==> config.mk <==
export PLATFORM = sky130hd
export DESIGN_NAME = ies_ctrl
export DESIGN_NICKNAME = d
export VERILOG_FILES = /design/src/ies_pkg.sv /design/src/ies_ctrl.sv
export SDC_FILE = /design/constraint.sdc
export NUM_CORES = 1
export LEC_CHECK = 0
export BUFFER_PORTS_ARGS = -buffer_cell sky130_fd_sc_hd__buf_2
export CORE_MARGIN = 2
export CORE_UTILIZATION = 57
export CTS_BUF_LIST = sky130_fd_sc_hd__clkbuf_4
export CTS_CLUSTER_DIAMETER = 80
export DETAILED_ROUTE_END_ITERATION = 12
export PLACE_DENSITY_LB_ADDON = 0.1
export SYNTH_ARGS = -nofsm -noshare
export SYNTH_HDL_FRONTEND = slang
export SYNTH_SLANG_ARGS = --single-unit
==> constraint.sdc <==
create_clock -name i_clk -period 3.4 [get_ports i_clk]
set_input_delay 0.68 -clock i_clk [delete_from_list [all_inputs] [get_ports i_clk]]
set_output_delay 0.68 -clock i_clk [all_outputs]
set_load 0.02 [all_outputs]
==> src/ies_pkg.sv <==
package ies_pkg;

    localparam int IDX_BITS = 16;
    localparam int KEY_BITS = 2 * IDX_BITS;
    localparam logic [KEY_BITS-1:0] HASH_MUL = 32'd2654435761;

    localparam logic [1:0] ACT_LOAD  = 2'd0;
    localparam logic [1:0] ACT_LEVEL = 2'd1;
    localparam logic [1:0] ACT_TRI   = 2'd2;

    localparam logic [1:0] STS_OK      = 2'd0;
    localparam logic [1:0] STS_ET_FULL = 2'd1;
    localparam logic [1:0] STS_VS_FULL = 2'd2;

    localparam logic KIND_VERTEX = 1'b0;
    localparam logic KIND_TRI    = 1'b1;

    typedef enum logic [4:0] {
        OP_NONE,
        OP_CLEAR,
        OP_LOAD,
        OP_TRI,
        OP_HASH,
        OP_MOD,
        OP_PROBE_NEXT,
        OP_HIT,
        OP_ET_FULL,
        OP_VS_FULL,
        OP_RD_P,
        OP_RD_Q,
        OP_MID,
        OP_SQ,
        OP_SQRT,
        OP_ZERO,
        OP_DIV_INIT,
        OP_DIV,
        OP_DIV_FIN,
        OP_STORE,
        OP_EMIT_V,
        OP_EMIT_T
    } t_op;

    typedef enum logic [4:0] {
        ST_CLEAR,
        ST_IDLE,
        ST_KEY,
        ST_MOD,
        ST_PROBE_RD,
        ST_PROBE_CHK,
        ST_RD_P,
        ST_RD_Q,
        ST_MID,
        ST_SQ,
        ST_SQRT,
        ST_DIV_INIT,
        ST_DIV,
        ST_DIV_FIN,
        ST_STORE,
        ST_EMIT_V,
        ST_EMIT_T
    } t_state;

    typedef struct packed {
        logic clr_done;
        logic mod_done;
        logic et_valid;
        logic et_match;
        logic probe_end;
        logic vs_full;
        logic sq_done;
        logic sqrt_done;
        logic root_zero;
        logic div_done;
        logic comp_last;
        logic edge_last;
        logic tri_last;
        logic out_free;
    } t_stat;

endpackage

==> src/ies_ctrl.sv <==
module ies_ctrl (
    input  logic           i_clk,
    input  logic           i_rst_n,
    input  logic           i_valid,
    input  logic [1:0]     i_action,
    input  ies_pkg::t_stat i_stat,
    output ies_pkg::t_op   o_op,
    output logic           o_stall
);
    import ies_pkg::*;

    t_state r_state;
    t_state n_state;

    always_ff @(posedge i_clk) begin
        if (!i_rst_n) begin
            r_state <= ST_CLEAR;
        end else begin
            r_state <= n_state;
        end
    end

    always_comb begin
        n_state = r_state;
        case (r_state)
            ST_CLEAR: begin
                if (i_stat.clr_done) n_state = ST_IDLE;
            end
            ST_IDLE: begin
                if (i_valid && i_action == ACT_LEVEL) n_state = ST_CLEAR;
                if (i_valid && i_action == ACT_TRI) n_state = ST_KEY;
            end
            ST_KEY:      n_state = ST_MOD;
            ST_MOD: begin
                if (i_stat.mod_done) n_state = ST_PROBE_RD;
            end
            ST_PROBE_RD: n_state = ST_PROBE_CHK;
            ST_PROBE_CHK: begin
                if (!i_stat.et_valid) begin
                    if (i_stat.vs_full) begin
                        n_state = i_stat.edge_last ? ST_EMIT_T : ST_KEY;
                    end else begin
                        n_state = ST_RD_P;
                    end
                end else if (i_stat.et_match || i_stat.probe_end) begin
                    n_state = i_stat.edge_last ? ST_EMIT_T : ST_KEY;
                end else begin
                    n_state = ST_PROBE_RD;
                end
            end
            ST_RD_P:     n_state = ST_RD_Q;
            ST_RD_Q:     n_state = ST_MID;
            ST_MID:      n_state = ST_SQ;
            ST_SQ: begin
                if (i_stat.sq_done) n_state = ST_SQRT;
            end
            ST_SQRT: begin
                if (i_stat.sqrt_done) n_state = ST_DIV_INIT;
            end
            ST_DIV_INIT: n_state = i_stat.root_zero ? ST_STORE : ST_DIV;
            ST_DIV: begin
                if (i_stat.div_done) n_state = ST_DIV_FIN;
            end
            ST_DIV_FIN:  n_state = i_stat.comp_last ? ST_STORE : ST_DIV_INIT;
            ST_STORE:    n_state = ST_EMIT_V;
            ST_EMIT_V: begin
                if (i_stat.out_free) n_state = i_stat.edge_last ? ST_EMIT_T : ST_KEY;
            end
            ST_EMIT_T: begin
                if (i_stat.out_free && i_stat.tri_last) n_state = ST_IDLE;
            end
            default:     n_state = ST_CLEAR;
        endcase
    end

    always_comb begin
        o_op = OP_NONE;
        case (r_state)
            ST_CLEAR: o_op = OP_CLEAR;
            ST_IDLE: begin
                if (i_valid && i_action == ACT_LOAD) o_op = OP_LOAD;
                if (i_valid && i_action == ACT_TRI) o_op = OP_TRI;
            end
            ST_KEY:   o_op = OP_HASH;
            ST_MOD:   o_op = OP_MOD;
            ST_PROBE_CHK: begin
                if (!i_stat.et_valid) begin
                    if (i_stat.vs_full) o_op = OP_VS_FULL;
                end else if (i_stat.et_match) begin
                    o_op = OP_HIT;
                end else if (i_stat.probe_end) begin
                    o_op = OP_ET_FULL;
                end else begin
                    o_op = OP_PROBE_NEXT;
                end
            end
            ST_RD_P:     o_op = OP_RD_P;
            ST_RD_Q:     o_op = OP_RD_Q;
            ST_MID:      o_op = OP_MID;
            ST_SQ:       o_op = OP_SQ;
            ST_SQRT:     o_op = OP_SQRT;
            ST_DIV_INIT: o_op = i_stat.root_zero ? OP_ZERO : OP_DIV_INIT;
            ST_DIV:      o_op = OP_DIV;
            ST_DIV_FIN:  o_op = OP_DIV_FIN;
            ST_STORE:    o_op = OP_STORE;
            ST_EMIT_V: begin
                if (i_stat.out_free) o_op = OP_EMIT_V;
            end
            ST_EMIT_T: begin
                if (i_stat.out_free) o_op = OP_EMIT_T;
            end
            default:     o_op = OP_NONE;
        endcase
    end

    assign o_stall = (r_state != ST_IDLE);

endmodule

== Word-level counts from Yosys, hierarchy flattened ==
Cells that the tools add are included.

* Logic and storage cells: 62
* Output and inout bits: 6
* Flip-flop bits (word level): 5
* Input bits: 19

* Eq/ne operators: 27
* Reduce and logical (&&, ||, !) cells: 8
* Muxes and demuxes: 26

{| class="wikitable"
|+ Operators by type and width
! operator !! count
|-
| $mux W5 || 18
|-
| $pmux W5 S17 || 1
|-
| $pmux W5 S16 || 1
|-
| $eq A5 B4 Y1 const B || 8
|-
| $eq A5 B3 Y1 const B || 4
|-
| $ne A2 B2 Y1 const B || 7
|-
| $mux W4 || 3
|-
| $eq A5 B2 Y1 const B || 2
|-
| $reduce_and A8 Y1 || 1
|-
| $eq A5 B1 Y1 const B || 1
|-
| $eq A5 B5 Y1 const B || 1
|-
| $logic_not A5 Y1 || 1
|-
| $ne A5 B1 Y1 const B || 1
|-
| $logic_and A1 B1 Y1 || 4
|-
| $mux W2 || 2
|-
| $mux W3 || 1
|-
| $ne A3 B3 Y1 const B || 1
|-
| $eq A2 B1 Y1 const B || 1
|-
| $eq A2 B2 Y1 const B || 1
|-
| $logic_not A2 Y1 || 1
|-
| $logic_or A1 B1 Y1 || 1
|}

== Depth between registers and ports, before layout ==
* Depth after elaboration: 5
* Gate-level depth with buffers: 7
* Mapped depth without buffers: 5

== Worst setup path after synthesis ==
OpenSTA, ideal clock, no wires.

* Path kind: in2out
* From: in i_stat[5] (netlist name)
* To: out o_op[2]
* Setup slack: 1052 ps
* Stages: 3
* Arrival time: 1668 ps
* Path buffers: 0
* Cell sequence: nand4b_1 o21ai_0 o311ai_0

* Word-level cells in the longest chain between the ends: 2

{| class="wikitable"
|+ RTL lines
! item !! line !! text
|-
| start, declared || ies_ctrl.sv:6 || <nowiki>input ies_pkg::t_stat i_stat,</nowiki>
|-
| $mux W5 || ies_ctrl.sv:102 || <nowiki>ST_DIV_INIT: o_op = i_stat.root_zero ? OP_ZERO : OP_DIV_INIT;</nowiki>
|-
| $pmux W5 S16 || ies_ctrl.sv:78 || <nowiki>case (r_state)</nowiki>
|-
| end, declared || ies_ctrl.sv:7 || <nowiki>output ies_pkg::t_op o_op,</nowiki>
|}

Every way passes these cells.

== Final worst setup path ==
* From: reg r_state[1]
* To: out o_op[2]

* Word-level cells in the longest chain between the ends: 2
* Elaborated cells between the ends (all ways): 17
* Classes of those cells: eq/ne (15); mux (1); reduce/logical (1)

{| class="wikitable"
|+ RTL lines
! item !! line !! text
|-
| start, declared || ies_ctrl.sv:12 || <nowiki>t_state r_state;</nowiki>
|-
| start signal, assigned || ies_ctrl.sv:19 || <nowiki>r_state <= n_state;</nowiki>
|-
| $eq A5 B5 Y1, or another cell as far along || ies_ctrl.sv:78 ||
|-
| $pmux W5 S16 * || ies_ctrl.sv:78 ||
|}

Every way passes the cells marked *; elsewhere a longest branch is shown, timed or not.

==> results.sh <==
export IMPL_initial_utilization=0.618
export IMPL_worst_slew_pin_slew_ps=740
export IMPL_synth_seq_cells=5
export IMPL_power_mw=0.558
export IMPL_vias=904
export IMPL_syn_inst=107
export IMPL_nFillCells=124
export IMPL_dp_hpwl_um=1510
export IMPL_clk_latency_ps=240
export IMPL_place_congestion=0.861
export IMPL_cts_resized_gates=0
export IMPL_area_growth_pct=12.3
export IMPL_holdBufCountCts=0
export IMPL_grt_total_usage=0.244
export IMPL_slew_viol_final=0
export IMPL_cts_sinks=5
export IMPL_arrival_ps=2090
export IMPL_p_per_area_mw_per_mm2=603
export IMPL_placementRows=13
export IMPL_routed_wl_um=2040
export IMPL_fp_dieArea_mm2=0.00177
export IMPL_setup_violations=0
export IMPL_cts_clk_slew_worst_paths_ps=40
export IMPL_async_flop_share=0
export IMPL_cp_required_ps=2720
export IMPL_top_register="r_state"
export IMPL_cp_max_fo=18
export IMPL_rsz0062_at_grt="no"
export IMPL_synthFlopType="dfxtp_1"
export IMPL_coreArea_mm2=0.00133
export IMPL_worstSetupPathType="flop to output pin"
export IMPL_startpoint_type="flop"
export IMPL_place_inst=140
export IMPL_post_cts_repair_setup_buffers=0
export IMPL_io_pins=25
export IMPL_grt_pass1_vias=799
export IMPL_cts_tree="built"
export IMPL_drc=0
export IMPL_slew_headroom=0.505
export IMPL_n_antenna_cell=0
export IMPL_synth_edff_count=0
export IMPL_synth_yosys_seq_area_share=0.121
export IMPL_instances_no_fill=144
export IMPL_hold_viol_final=0
export IMPL_avgSynthCellArea_um2=7.71
export IMPL_cts_root_buf="clkbuf_4"
export IMPL_reg_top3="r_state (5)"
export IMPL_die_h_um=42.0
export IMPL_drive_gt1_frac=0.341
export IMPL_maxCapViolCount=0
export IMPL_timing_setup_tns_ps=0
export IMPL_status="finished clean"
export IMPL_antenna_found_initial=0
export IMPL_dr_pass1_iters=4
export IMPL_largest_reg_flops=5
export IMPL_cts_buffer_depth=2
export IMPL_ys_warn_count=0
export IMPL_cp_num_buf_inv=1
export IMPL_overflow=0
export IMPL_synth_area_um2=825
export IMPL_ctsHtreeMaxLevel=1
export IMPL_nets=149
export IMPL_yosysUniqueCellTypes=51
export IMPL_io_buffers=24
export IMPL_max_stage_delay_ps=480
export IMPL_clock_fmax_mhz=362
export IMPL_grt_pass1_wl_um=3430
export IMPL_worstPathCellList="nor2b_1 -> or3b_1 -> a211o_1 -> o311ai_0 -> buf_2"
export IMPL_power_leakage_nw=0.373
export IMPL_min_path_type="input pin to flop"
export IMPL_critPathTopFamily="simple AND/OR/NAND/NOR gates"
export IMPL_post_drt_wl_per_cell_um=14.2
export IMPL_die_w_um=42.0
export IMPL_viasPerCell=6.28
export IMPL_min_period_ps=2770
export IMPL_fin_crit_sh=0.813
export IMPL_crit_path_end_kind="output pin"
export IMPL_finalClockSkew_ps=1.56
export IMPL_drtIter0Drc=29
export IMPL_cts_inserted_buffers=3
export IMPL_synth_nets=126
export IMPL_ir_drop_mv=0.323
export IMPL_critPathSlowestCell="dfxtp_1"
export IMPL_grt_max_degree=19
export IMPL_antenna_left=0
==> cells in the mapped netlist (2+ instances only) <==
master | count | area share
clkbuf_1 | 2 | 0.0091
dfxtp_1 | 5 | 0.12
nand3_1 | 2 | 0.012
o21ai_0 | 10 | 0.061
nand2b_1 | 2 | 0.015
o2111ai_1 | 2 | 0.021
nand2_1 | 8 | 0.036
a21oi_1 | 7 | 0.042
nor2_1 | 11 | 0.050
a22oi_1 | 2 | 0.018
nor2b_1 | 5 | 0.038
clkbuf_8 | 3 | 0.050
nand3b_1 | 2 | 0.018
inv_1 | 5 | 0.023
nor3b_1 | 2 | 0.018
o22ai_1 | 2 | 0.015
buf_6 | 3 | 0.041
==> routing by layer <==
layer  GRT usage  vias up  routed length, um
met5           0        -                  0
met4      0.0938        0                 17
met3      0.0259        2                171
met2       0.391       52                963
li1            -      447                  -
met1       0.338      403                887
==> stage by stage <==
step / setup slack [ps] / instance area, um^2 / hold WS [ps] / util
6_report: 635 / 926 / 717 / 0.694
2_1_floorplan: 1050 / 825 / 627 / -
4_1_cts: 658 / 926 / 713 / 0.694
3_3_place_gp: 975 / 896 / 705 / 0.672
3_5_place_dp: 932 / 896 / 737 / 0.672
5_1_grt: 519 / 926 / 735 / 0.694
==> worst register-to-register path, delay by kind of cell, from the launching register on <==
family	cells	cell delay, ps
flops	1	310
buf+inv	1	190
mux	1	490
simple gates	2	240
compound gates	2	670
==> layout by cell type (no fill, tap or decap), drive strengths merged, types with 2 or more instances in the layout <==
cell type,netlist,layout
a2111oi,3,3
a211oi,2,2
a21oi,7,7
a22oi,2,2
buf,3,26
clkbuf,5,4
dfxtp,5,5
inv,5,5
nand2,9,9
nand2b,2,2
nand3,2,2
nand3b,2,2
nor2,11,11
nor2b,6,6
nor3b,2,2
o2111ai,2,2
o21ai,10,10
o22ai,2,2
or3,2,2
or3b,2,2
==> worst paths after layout <==
path                              endpoint  slack (ps)  cells past startpoint       start
worst min-delay path            r_state[4]         720                      3   i_stat[2]
worst max register to register  r_state[0]        1380                      6  r_state[0]
worst max-delay path               o_op[2]         630                      5  r_state[1]
worst min register to register  r_state[3]         760                      3  r_state[2]
==> where the power goes <==
group	total [mW]	internal, mW	switching, mW
combinational	0.375	0.162	0.213
sequential	0.107	0.0728	0.0345
clock	0.0761	0.0523	0.0238
total	0.558	0.287	0.271
==> area by class of cell <==
class	count	area (um^2)	share of cell area
Timing Repair Buffer	26	135	0.146
Tap cell	15	18.8	0.0203
Sequential cell	5	100	0.108
Clock buffer	4	30.0	0.0324
Multi-Input combinational cell	89	623	0.673
Inverter	5	18.8	0.0203
==> logic make-up after synthesis <==
logic type | after synthesis | synth area share
mux | 3 | 0.0531
compound gates | 37 | 0.335
xor+xnor | 1 | 0.0106
simple gates | 48 | 0.357
flops | 5 | 0.121
buf+inv | 13 | 0.123
(Power assumes the default switching activity.)
